`src/hw/rtl/ue8_pkg.sv`:
```
// Shared types, constants and helpers for the escape-to-UTF-8 decoder.
// No dependencies.
package ue8_pkg;

    localparam logic [7:0] CHR_BSLASH      = 8'h5C;
    localparam logic [7:0] CHR_U           = 8'h75;
    localparam int         MAX_BYTES       = 6;
    localparam int         QUEUE_DEPTH_DEF = 2;

    typedef struct packed {
        logic [7:0] in_byte;
        logic       in_last;
    } t_ue8_in;

    typedef struct packed {
        logic [7:0] out_byte;
        logic       run_last;
        logic       string_end;
        logic       bad_escape;
    } t_ue8_out;

    // One request from the classifier: a run of 1..6 bytes to emit.
    typedef struct packed {
        logic [2:0]                     cnt;
        logic [MAX_BYTES-1:0][7:0]      bytes;
        logic                           bad;
        logic                           last;
    } t_ue8_cmd;

    // {is_hex, value}
    function automatic logic [4:0] hex_decode(input logic [7:0] c);
        logic [4:0] r;
        r = '0;
        if (c inside {[8'h30:8'h39]}) begin
            r = {1'b1, c[3:0]};
        end else if (c inside {[8'h61:8'h66], [8'h41:8'h46]}) begin
            r = {1'b1, c[3:0] + 4'd9};
        end
        return r;
    endfunction

endpackage

```
`src/hw/rtl/ue8_front.sv`:
```
// Front end: escape state machine, turns accepted bytes into emit requests; bytes held in an escape give none.
// Depends on ue8_pkg.
module ue8_front (
    input  logic             i_clk,
    input  logic             i_rst_n,
    input  logic             i_accept,
    input  ue8_pkg::t_ue8_in i_item,
    output ue8_pkg::t_ue8_cmd o_cmd,
    output logic             o_cmd_valid
);
    import ue8_pkg::*;

    typedef enum logic [2:0] {
        ST_IDLE, ST_BSLASH, ST_U, ST_D1, ST_D2, ST_D3
    } t_phase;

    t_phase      r_phase, n_phase;
    logic [11:0] r_accum, n_accum;
    logic        r_all_hex, n_all_hex;
    logic [7:0]  r_held [0:2];

    logic [1:0]  l_held;
    logic        l_gather;
    logic [4:0]  l_hex;
    logic [15:0] l_cp;
    t_ue8_cmd    l_cmd;
    logic [7:0]  l_b;
    logic        l_last;

    assign l_b    = i_item.in_byte;
    assign l_last = i_item.in_last;
    assign l_hex  = hex_decode(l_b);
    assign l_cp   = {r_accum, l_hex[3:0]};

    always_comb begin
        n_phase   = r_phase;
        n_accum   = r_accum;
        n_all_hex = r_all_hex;
        l_gather  = 1'b0;
        l_held    = 2'd0;
        l_cmd     = '0;
        l_cmd.last = l_last;
        case (r_phase)
            ST_IDLE: begin
                if (l_b == CHR_BSLASH && !l_last) begin
                    n_phase = ST_BSLASH;
                end else begin
                    l_cmd.cnt      = 3'd1;
                    l_cmd.bytes[0] = l_b;
                end
            end
            ST_BSLASH: begin
                if (l_b == CHR_U) begin
                    if (l_last) begin
                        l_cmd.cnt      = 3'd2;
                        l_cmd.bytes[0] = CHR_BSLASH;
                        l_cmd.bytes[1] = CHR_U;
                        l_cmd.bad      = 1'b1;
                    end else begin
                        n_phase = ST_U;
                        n_accum = '0;
                    end
                end else if (l_b == CHR_BSLASH) begin
                    // pending backslash goes out, new one stays pending unless the string ends here
                    l_cmd.cnt      = l_last ? 3'd2 : 3'd1;
                    l_cmd.bytes[0] = CHR_BSLASH;
                    l_cmd.bytes[1] = CHR_BSLASH;
                end else begin
                    l_cmd.cnt      = 3'd2;
                    l_cmd.bytes[0] = CHR_BSLASH;
                    l_cmd.bytes[1] = l_b;
                    n_phase        = ST_IDLE;
                end
            end
            ST_U, ST_D1, ST_D2: begin
                case (r_phase)
                    ST_U:    l_held = 2'd0;
                    ST_D1:   l_held = 2'd1;
                    default: l_held = 2'd2;
                endcase
                if (l_last) begin
                    // truncated escape: everything raw and flagged
                    l_cmd.cnt      = 3'(l_held) + 3'd3;
                    l_cmd.bad      = 1'b1;
                    l_cmd.bytes[0] = CHR_BSLASH;
                    l_cmd.bytes[1] = CHR_U;
                    for (int i = 0; i < 3; i++) begin
                        l_cmd.bytes[2+i] = (i < int'(l_held)) ? r_held[i] : l_b;
                    end
                    l_cmd.bytes[5] = l_b;
                    n_phase        = ST_IDLE;
                    n_accum        = '0;
                end else begin
                    l_gather  = 1'b1;
                    n_accum   = {r_accum[7:0], l_hex[3:0] & {4{l_hex[4]}}};
                    n_all_hex = (r_phase == ST_U) ? l_hex[4] : (r_all_hex & l_hex[4]);
                    n_phase   = t_phase'(r_phase + 3'd1);
                end
            end
            ST_D3: begin
                if (r_all_hex && l_hex[4]) begin
                    if (l_cp[15:7] == '0) begin
                        l_cmd.cnt      = 3'd1;
                        l_cmd.bytes[0] = l_cp[7:0];
                    end else if (l_cp[15:11] == '0) begin
                        l_cmd.cnt      = 3'd2;
                        l_cmd.bytes[0] = {3'b110, l_cp[10:6]};
                        l_cmd.bytes[1] = {2'b10, l_cp[5:0]};
                    end else begin
                        l_cmd.cnt      = 3'd3;
                        l_cmd.bytes[0] = {4'b1110, l_cp[15:12]};
                        l_cmd.bytes[1] = {2'b10, l_cp[11:6]};
                        l_cmd.bytes[2] = {2'b10, l_cp[5:0]};
                    end
                end else begin
                    l_cmd.cnt      = 3'(MAX_BYTES);
                    l_cmd.bad      = 1'b1;
                    l_cmd.bytes[0] = CHR_BSLASH;
                    l_cmd.bytes[1] = CHR_U;
                    l_cmd.bytes[2] = r_held[0];
                    l_cmd.bytes[3] = r_held[1];
                    l_cmd.bytes[4] = r_held[2];
                    l_cmd.bytes[5] = l_b;
                end
                n_phase = ST_IDLE;
                n_accum = '0;
            end
            default: begin
                n_phase = ST_IDLE;
            end
        endcase
        if (l_last) begin
            n_phase = ST_IDLE;
        end
    end

    always_ff @(posedge i_clk) begin
        if (!i_rst_n) begin
            r_phase   <= ST_IDLE;
            r_accum   <= '0;
            r_all_hex <= 1'b0;
        end else if (i_accept) begin
            r_phase   <= n_phase;
            r_accum   <= n_accum;
            r_all_hex <= n_all_hex;
        end
    end

    // held characters: undefined until written, no reset
    always_ff @(posedge i_clk) begin
        if (i_accept && l_gather) begin
            r_held[l_held] <= l_b;
        end
    end

    assign o_cmd       = l_cmd;
    assign o_cmd_valid = (l_cmd.cnt != 3'd0);

endmodule

```
`src/hw/rtl/ue8_queue.sv`:
```
// Short request queue between the classifier and the byte emitter.
// Depends on ue8_pkg.
module ue8_queue #(
    parameter int DEPTH = ue8_pkg::QUEUE_DEPTH_DEF
) (
    input  logic              i_clk,
    input  logic              i_rst_n,
    input  logic              i_wr,
    input  ue8_pkg::t_ue8_cmd i_wdata,
    input  logic              i_rd,
    output ue8_pkg::t_ue8_cmd o_rdata,
    output logic              o_valid,
    output logic              o_full
);
    import ue8_pkg::*;

    localparam int PW = (DEPTH > 1) ? $clog2(DEPTH) : 1;
    localparam int CW = $clog2(DEPTH + 1);

    t_ue8_cmd        r_mem [0:DEPTH-1];
    logic [PW-1:0]   r_wp, n_wp, r_rp, n_rp;
    logic [CW-1:0]   r_cnt, n_cnt;
    logic            l_wr, l_rd;

    assign o_full  = (r_cnt == CW'(DEPTH));
    assign o_valid = (r_cnt != '0);
    assign l_wr    = i_wr && !o_full;
    assign l_rd    = i_rd && o_valid;
    assign o_rdata = r_mem[r_rp];

    always_comb begin
        n_wp  = r_wp;
        n_rp  = r_rp;
        n_cnt = r_cnt;
        if (l_wr) begin
            n_wp = (r_wp == PW'(DEPTH - 1)) ? '0 : r_wp + 1'b1;
        end
        if (l_rd) begin
            n_rp = (r_rp == PW'(DEPTH - 1)) ? '0 : r_rp + 1'b1;
        end
        case ({l_wr, l_rd})
            2'b10:   n_cnt = r_cnt + 1'b1;
            2'b01:   n_cnt = r_cnt - 1'b1;
            default: n_cnt = r_cnt;
        endcase
    end

    always_ff @(posedge i_clk) begin
        if (!i_rst_n) begin
            r_wp  <= '0;
            r_rp  <= '0;
            r_cnt <= '0;
        end else begin
            r_wp  <= n_wp;
            r_rp  <= n_rp;
            r_cnt <= n_cnt;
        end
    end

    always_ff @(posedge i_clk) begin
        if (l_wr) begin
            r_mem[r_wp] <= i_wdata;
        end
    end

endmodule

```
`src/hw/rtl/ue8_back.sv`:
```
// Back end: walks the head request into the output register one byte a cycle while popped.
// Depends on ue8_pkg.
module ue8_back (
    input  logic              i_clk,
    input  logic              i_rst_n,
    input  ue8_pkg::t_ue8_cmd i_head,
    input  logic              i_head_valid,
    output logic              o_deq,
    input  logic              i_pop,
    output logic              o_empty,
    output ue8_pkg::t_ue8_out o_result
);
    import ue8_pkg::*;

    logic [2:0] r_idx;
    logic       r_out_valid;
    t_ue8_out   r_out;
    logic       l_load, l_is_last;

    assign l_is_last = (r_idx == (i_head.cnt - 3'd1));
    // refill whenever a request waits and the output slot is free or being taken this cycle
    assign l_load    = i_head_valid && (!r_out_valid || i_pop);
    assign o_deq     = l_load && l_is_last;

    always_ff @(posedge i_clk) begin
        if (!i_rst_n) begin
            r_idx       <= '0;
            r_out_valid <= 1'b0;
        end else begin
            if (l_load) begin
                r_idx       <= l_is_last ? 3'd0 : r_idx + 3'd1;
                r_out_valid <= 1'b1;
            end else if (i_pop) begin
                r_out_valid <= 1'b0;
            end
        end
    end

    always_ff @(posedge i_clk) begin
        if (l_load) begin
            r_out.out_byte   <= i_head.bytes[r_idx];
            r_out.run_last   <= l_is_last;
            r_out.string_end <= l_is_last && i_head.last;
            r_out.bad_escape <= i_head.bad;
        end
    end

    assign o_empty  = !r_out_valid;
    assign o_result = r_out;

endmodule

```
`src/hw/rtl/unicode_escape_to_utf8_core.sv`:
```
// Backslash-u escape to UTF-8 decoder, byte stream in and out. One input byte is
// taken per cycle while the request queue has room; the output side delivers one
// byte per cycle while the receiver pops, so a byte that expands into n results
// (a decoded escape gives 1 to 3, a raw escape up to 6) holds the output port
// until all n results are popped, and plain text flows at one byte per cycle. Input
// stalls only when multi-byte requests or a stalled receiver fill the request queue.
// The first result of a byte passes through the request queue and then the output
// register before it reaches the result ports. Surrogate halves are encoded separately;
// short or non-hex escapes pass raw with bad_escape set. Depends on ue8_pkg.
module unicode_escape_to_utf8_core #(
    parameter int QUEUE_DEPTH = ue8_pkg::QUEUE_DEPTH_DEF
) (
    input  logic              i_clk,
    input  logic              i_rst_n,
    input  logic              push,
    output logic              full,
    input  ue8_pkg::t_ue8_in  i_item,
    output logic              empty,
    input  logic              pop,
    output ue8_pkg::t_ue8_out o_result
);
    import ue8_pkg::*;

    logic     l_accept, l_cmd_valid, l_head_valid, l_deq;
    t_ue8_cmd l_cmd, l_head;

    assign l_accept = push && !full;

    ue8_front u_front (
        .i_clk      (i_clk),
        .i_rst_n    (i_rst_n),
        .i_accept   (l_accept),
        .i_item     (i_item),
        .o_cmd      (l_cmd),
        .o_cmd_valid(l_cmd_valid)
    );

    ue8_queue #(
        .DEPTH(QUEUE_DEPTH)
    ) u_queue (
        .i_clk  (i_clk),
        .i_rst_n(i_rst_n),
        .i_wr   (l_accept && l_cmd_valid),
        .i_wdata(l_cmd),
        .i_rd   (l_deq),
        .o_rdata(l_head),
        .o_valid(l_head_valid),
        .o_full (full)
    );

    ue8_back u_back (
        .i_clk       (i_clk),
        .i_rst_n     (i_rst_n),
        .i_head      (l_head),
        .i_head_valid(l_head_valid),
        .o_deq       (l_deq),
        .i_pop       (pop),
        .o_empty     (empty),
        .o_result    (o_result)
    );

endmodule

```
`config.mk`:
```
export PLATFORM = sky130hd
export DESIGN_NAME = unicode_escape_to_utf8_core
export DESIGN_NICKNAME = d
export VERILOG_FILES = /design/src/hw/rtl/ue8_pkg.sv /design/src/hw/rtl/ue8_front.sv /design/src/hw/rtl/ue8_queue.sv /design/src/hw/rtl/ue8_back.sv /design/src/hw/rtl/unicode_escape_to_utf8_core.sv
export SDC_FILE = /design/constraint.sdc
export NUM_CORES = 1
export LEC_CHECK = 0
export ABC_AREA = 0
export BUFFER_PORTS_ARGS = -buffer_cell sky130_fd_sc_hd__buf_2
export CORE_AREA = 5 5 141 103
export CTS_CLUSTER_DIAMETER = 40
export CTS_CLUSTER_SIZE = 10
export DETAILED_ROUTE_END_ITERATION = 12
export DIE_AREA = 0 0 146 108
export PLACE_DENSITY = 0.76
export SYNTH_ARGS = -nofsm -noshare
export SYNTH_HDL_FRONTEND = slang
export SYNTH_SLANG_ARGS = --single-unit
```
`constraint.sdc`:
```
create_clock -name i_clk -period 14.75 [get_ports i_clk]
set_clock_uncertainty 0.2 [all_clocks]
set_input_delay 2.95 -clock i_clk [delete_from_list [all_inputs] [get_ports i_clk]]
set_output_delay 2.95 -clock i_clk [all_outputs]
set_load 0.05 [all_outputs]
```
==> summary.txt, run 1 <==
Hold path
  – Worst Hold Class: reg2reg
  – Hold Crit Depth: 2
  – Hold path start: u_front.r_accum[9]

Layout
  – Final core area utilization: 65.6%
  – Area of the multi-input gates: 0.00268 mm²
  – Fraction of layout cells with a size suffix above 1: 17.3%
  – Nets: 607
  – Layout area overhead: 11.2%
  – Antenna cell count: 0
  – Layout fillers: 916
  – Final non-filler cell total: 761
  – Register Area: 0.00474 mm²

Worst setup path
  – Crit-path leading delay family: compound AO/OA/AOI/OAI gates
  – CP startpoint: i_item[1]
  – Reg2Reg Depth: 10
  – Worst Path Arrival: 6680 ps
  – Startpoint Class: input port
  – CP Data Required Time: 14900 ps
  – Setup crit end kind: flip-flop
  – CP max-delay cell: o41ai_2
  – Worst reg2reg path startpoint: u_front.r_phase[0]
  – CP peak stage delay: 760 ps
  – Number of cells on the critical path: 11
  – Critical-path cell list: buf_2 > inv_1 > ha_1 > o21bai_1 > a2111oi_2 > o21bai_4 > a21oi_2 > o41ai_2 > ha_1 > or3_1 > a21boi_0
  – Setup Crit Path Kind: in2reg
  – CP Max Fanout: 16
  – CP dominant cell by count: ha_1
  – Critical path buffer and inverter count: 2

Place
  – Cell total after placement: 729
  – RePlAce Congestion: 0.936
  – Port-buffer cells: 25
  – Setup slack after placement: 7830 ps
  – Detailed Place HPWL: 12.7 mm

Clock network
  – Num CTS Buffers: 17
  – Latest clock arrival within the worst-skew pair: 430 ps
  – CTS resizes: 0
  – Clk sink count: 166
  – Post-CTS Setup Inserts: 0
  – Clock buffer depth: 2
  – # H-tree levels: 4
  – Reg clk slew, reported paths: 70 ps
  – Post-CTS Hold Fix Bufs: 0
  – CTS tree: built
  – CTS root buffer: clkbuf_16

Power
  – Static leakage: 2.90 nW
  – Maximum vdd ir drop: 0.111 mV
  – Power density over the cells: 167 mW/mm²

Logic synthesis
  – Synth Area in XOR/XNOR: 0.920%
  – Synth area leader: edfxtp_1
  – Mux cell area share after synthesis: 10.0%
  – Largest cells by area after synthesis: edfxtp_1 (56%), mux4_2 (7.1%), dfxtp_1 (6.6%), mux2i_1 (2.6%), ha_1 (2.0%)
  – Complex-gate fraction of the synthesized area: 11.7%
  – Async set-reset flop share out of synthesis: 0%
  – Post-Synth Simple-Gate Area: 10.4%
  – Yosys warnings: 0
  – Sequential area share after synthesis: 62.1%
  – Adder-cell share of the synthesized area: 1.97%
  – Mapped cell area: 0.00762 mm²
  – Netlist cell types: 68
  – Largest family of logic cells by synthesized area: compound AO/OA/AOI/OAI gates
  – Mean Syn Cell Area: 13.5 µm²
  – Post-synth EDFFs: 141
  – Area share of the largest cell type after synthesis: 55.6%
  – Post-synth top flop: edfxtp_1
  – Cells after synthesis: 563
  – Post-synthesis register bit count: 166
  – Syn Nets: 588

Global routing
  – Global route overflow: 0
  – Number of global-route vias before repair: 4725
  – First-pass GRT wire length: 28.1 mm
  – Total GRT Usage: 24.1%
  – Initial antenna violation count: 0
  – Pin count of the biggest net entering global routing: 54

Routing
  – Vias per cell: 6.48
  – DR WL/cell: 24.0 µm
  – DR DRC count: 0
  – Drt initial violations: 647
  – First-pass DRT Iterations: 5
  – Antenna-violating nets left: 0
  – WL final: 18.3 mm
  – Total vias in the final route: 4934

Floorplanning
  – Initial Util: 59.0%
  – Row cnt: 35
  – Core Footprint: 0.0129 mm²
  – I/O pin cnt: 26
  – DIE AREA: 0.0158 mm²
  – Die X: 146 µm
  – Die height: 108 µm

Run
  – MaxCap Viol Count: 0

STA
  – FMAX: 153 MHz
  – Setup Viol. Count Final: 0
  – Rel. slew slack: 31.1%
  – Setup tns final: 0 ps
  – Worst Tran Pin Value: 1030 ps
  – RSZ-0062 raised after global routing: false
  – Final Max Slew Viols: 0
  – Hold Vio Cnt, Final: 0
  – Setup ws final: 8220 ps
  – Period utilization: 44.3%
  – Tmin final: 6530 ps

Status
  – Status: finished, final reports clean
[placed cells by master, fill, tap and decap left out, types with 3 or more instances in the layout]
cell type | netlist | routed
a221oi_1 | 3 | 3
nand3_1 | 14 | 14
o211ai_1 | 3 | 3
a21oi_1 | 16 | 16
a21boi_1 | 14 | 14
a22o_1 | 13 | 13
clkbuf_16 | 0 | 17
nor2b_1 | 18 | 18
o22ai_1 | 12 | 12
dfxtp_1 | 25 | 24
a221o_1 | 7 | 7
inv_6 | 0 | 5
o21ai_0 | 10 | 10
or3_1 | 6 | 6
nand2b_1 | 4 | 4
ha_1 | 12 | 12
nand4_1 | 6 | 6
nor2_1 | 36 | 34
edfxtp_1 | 141 | 141
mux2i_1 | 20 | 20
buf_4 | 2 | 6
mux4_2 | 24 | 24
buf_2 | 5 | 25
o21ai_1 | 12 | 12
o31ai_1 | 3 | 3
inv_8 | 0 | 4
inv_1 | 23 | 23
nor3_1 | 8 | 8
and3_1 | 5 | 5
and2_1 | 7 | 7
xnor2_1 | 6 | 6
nand2_1 | 37 | 37
[worst min-delay path, delay by kind of cell, from the launching register on]
kind | cells | cell delay [ps]
flops | 1 | 340
simple gates | 1 | 60
compound gates | 1 | 50
[logic make-up after synthesis]
logic type | after synthesis
AND/OR/NAND/NOR | 155
XOR/XNOR | 8
buffers and inverters | 54
flip-flops | 166
multiplexers | 46
AO/OA/AOI/OAI | 122
adder cells (fa/ha/maj) | 12
[sequential cells by signal (all words and copies together) (netlist names), named ones only]
register / cells
u_front.r_all_hex: 1
u_queue.r_wp: 1
u_queue.r_rp: 1
u_queue.r_cnt: 2
u_queue.r_mem: 106
u_front.r_phase: 3
u_back.r_idx: 3
u_back.r_out_valid: 1
u_front.r_accum: 12
u_front.r_held: 24
u_back.o_result: 11
[worst paths after layout]
path                   endpoint  slack, ps
min          u_front.r_accum[9]        300
max            u_queue.r_cnt[1]       8220
max reg2reg    u_queue.r_cnt[1]      10750
min reg2reg  u_front.r_accum[9]        300
[synthesized netlist by cell type, types with 3 or more instances]
library cell	count
a21boi_1	14
a21oi_1	16
a221o_1	7
a221oi_1	3
a22o_1	13
and2_1	7
and3_1	5
buf_1	3
buf_2	5
clkbuf_1	21
dfxtp_1	25
edfxtp_1	141
ha_1	12
inv_1	23
mux2i_1	20
mux4_2	24
nand2_1	37
nand2b_1	4
nand3_1	14
nand4_1	6
nor2_1	36
nor2b_1	18
nor3_1	8
o211ai_1	3
o21ai_0	10
o21ai_1	12
o22ai_1	12
o31ai_1	3
or3_1	6
xnor2_1	6
[layer usage]
layer | up-vias | global-route usage [%] | share of wire [%]
li1 | 2214 | - | -
met4 | 0 | 6.24 | 1.5
met3 | 28 | 5.61 | 8.8
met5 | - | 0 | 0
met1 | 2470 | 36.4 | 45
met2 | 222 | 35.7 | 45
[report_power, final]
| part | switching, mW | total, mW | internal, mW |
|---|---|---|---|
| logic | 0.209 | 0.330 | 0.121 |
| clock network | 0.199 | 0.440 | 0.241 |
| registers | 0.0400 | 0.641 | 0.601 |
| total | 0.448 | 1.41 | 0.963 |
[final cells by class]
type,instances,share of cell area [%]
clock buffers,17,5.02
clock inverters,15,1.92
inverters,23,1.02
multi-input cells,343,31.7
flip-flops and latches,166,55.9
well taps,166,2.45
repair buffers,31,2.01
[through the flow]
stage	power (mW)	area, µm²	hold slack [ps]
6_report	1.41	8470	298
5_1_grt	1.47	8470	336
4_1_cts	1.42	8470	295
3_5_place_dp	0.981	7880	285
3_3_place_gp	0.970	7880	272
2_1_floorplan	0.891	7620	251
(Power assumes the default switching activity.)
==> inputs of run 2 (changes only) <==
Clock period 14.75 ns to 6.7 ns, I/O delays scaled along.
==> summary.txt, run 2 (synthesized netlist as in run 1, its figures left out) <==
Status
  – Status: finished, final reports clean (unchanged)

Floorplanning
  – Core Footprint: 0.0129 mm² (unchanged)
  – Initial Util: 59.0% (unchanged)
  – Die height: 108 µm (unchanged)
  – Die X: 146 µm (unchanged)
  – Row cnt: 35 (unchanged)
  – I/O pin cnt: 26 (unchanged)
  – DIE AREA: 0.0158 mm² (unchanged)

Clock network
  – Clk sink count: 166 (unchanged)
  – Post-CTS Hold Fix Bufs: 0 (unchanged)
  – CTS tree: built (unchanged)
  – Clock buffer depth: 2 (unchanged)
  – # H-tree levels: 4 (unchanged)
  – Post-CTS Setup Inserts: 0 (unchanged)
  – CTS root buffer: clkbuf_16 (unchanged)
  – Num CTS Buffers: 17 (unchanged)
  – CTS resizes: 0 (unchanged)
  – Reg clk slew, reported paths: 80 ps (was 70 ps)
  – Latest clock arrival within the worst-skew pair: 430 ps (about the same)

STA
  – Worst Tran Pin Value: 1010 ps (was 1030 ps)
  – Rel. slew slack: 32.7% (was 31.1%)
  – Final Max Slew Viols: 0 (unchanged)
  – Hold Vio Cnt, Final: 0 (unchanged)
  – Tmin final: 4890 ps
  – Period utilization: 73.0%
  – Setup tns final: 0 ps (unchanged)
  – Hold Worst Slack: 298 ps (about the same)
  – Setup Viol. Count Final: 0 (unchanged)
  – FMAX: 204 MHz
  – RSZ-0062 raised after global routing: false (unchanged)

Place
  – RePlAce Congestion: 0.938 (was 0.936)
  – Detailed Place HPWL: 13.0 mm (was 12.7 mm)
  – Port-buffer cells: 25 (unchanged)

Layout
  – Top Registers: u_queue.r_mem (106), u_front.r_held (24), u_front.r_accum (12) (unchanged)
  – Nets: 608 (was 607)
  – Most frequent cells in the layout: edfxtp_1 (141), nand2_1 (37), nor2_1 (34) (unchanged)
  – Layout area overhead: 11.3% (was 11.2%)
  – Max reg flops: 106 (unchanged)
  – Biggest register: u_queue.r_mem (unchanged)
  – Antenna cell count: 0 (unchanged)
  – Fraction of layout cells with a size suffix above 1: 17.4% (was 17.3%)
  – Commonest non-fill, non-tap cell in the layout: edfxtp_1 (unchanged)
  – Layout fillers: 923 (was 916)

Routing
  – WL final: 18.2 mm (was 18.3 mm)
  – Antenna-violating nets left: 0 (unchanged)
  – Total vias in the final route: 4927 (was 4934)
  – DR WL/cell: 23.9 µm (was 24.0 µm)
  – Vias per cell: 6.47 (was 6.48)
  – Drt initial violations: 642 (was 647)
  – First-pass DRT Iterations: 5 (unchanged)
  – DR DRC count: 0 (unchanged)

Global routing
  – First-pass GRT wire length: 28.0 mm (was 28.1 mm)
  – Initial antenna violation count: 1 (was 0)
  – Pin count of the biggest net entering global routing: 54 (unchanged)
  – Global route overflow: 0 (unchanged)
  – Total GRT Usage: 23.9% (was 24.1%)
  – Number of global-route vias before repair: 4761 (was 4725)

Hold path
  – Worst Hold Class: reg2reg (unchanged)

Worst setup path
  – Setup Crit Path Kind: in2reg (unchanged)
  – CP Data Required Time: 6850 ps (was 14900 ps)
  – Startpoint Class: input port (unchanged)
  – Reg2reg setup slack: 2690 ps (was 10750 ps)
  – Setup crit end kind: flip-flop (unchanged)
  – Worst Path Arrival: 5040 ps (was 6680 ps)
  – CP Max Fanout: 16 (unchanged)

Power
  – Static leakage: 2.89 nW (was 2.90 nW)
  – Power density over the cells: 364 mW/mm² (was 167 mW/mm²)
  – Maximum vdd ir drop: 0.178 mV (was 0.111 mV)

Run
  – MaxCap Viol Count: 0 (unchanged)
-- run 2: changes by cell type in the layout (fill, tap and decap cells not counted), sizes merged --
| cell | change |
|---|---|
| bufinv | -1 |
| clkinv | +1 |
| clkinvlp | +3 |
| inv | -3 |
| buf | +1 |
-- run 2: critical path: stages --
cell and delay (ps):
buf_2 170, inv_1 180, ha_1 240, o21bai_1 100, a2111oi_2 690, o21bai_4 350, a21oi_2 300, o41ai_2 760
ha_1 390, or3_1 360, a21boi_0 160
-- run 2: area by class of cell --
type                       instances  area, µm²  share of cell area, %
clock inverter                    15        161                   1.90
multi-input combinational        343       2680                   31.6
clock buffer                      17        425                   5.02
tap                              166        208                   2.45
inverter                          23       86.3                   1.02
sequential                       166       4740                   55.9
timing repair buffer              32        178                   2.10
-- run 2: path summary, 6_finish.rpt --
| path | end | cells past startpoint | from |
|---|---|---|---|
| max reg2reg | u_queue.r_cnt[1] | 10 | u_front.r_phase[0] |
| max | u_queue.r_cnt[1] | 11 | i_item[1] |
| min | u_front.r_accum[9] | 2 | u_front.r_accum[9] |
| min reg2reg | u_front.r_accum[9] | 2 | u_front.r_accum[9] |
-- run 2: through the flow --
step | total power, mW | std cells | setup WS (ps) | utilization [%] | cell area [µm²]
after detailed placement | 2.16 | 730 | 1430 | 61.1 | 7890
final | 3.09 | 762 | 1810 | 65.6 | 8480
after global routing | 3.21 | 762 | 1550 | 65.6 | 8480
after CTS | 3.10 | 762 | 1820 | 65.6 | 8480
after floorplan | 1.96 | 563 | 898 | - | 7620
after global placement | 2.14 | 730 | 1560 | 61.1 | 7890
-- run 2: routing by layer --
layer	track usage [%]	vias to the layer above	routed length [µm]
met5	0	-	0
met4	5.44	0	224
met3	5.99	21	1810
met2	35.7	262	8090
met1	35.8	2430	8070
li1	-	2214	-
-- run 2: power breakdown --
group          total [mW]  internal, mW  switching (mW)
Sequential           1.41          1.32          0.0871
Combinational       0.730         0.269           0.461
Clock               0.947         0.497           0.450
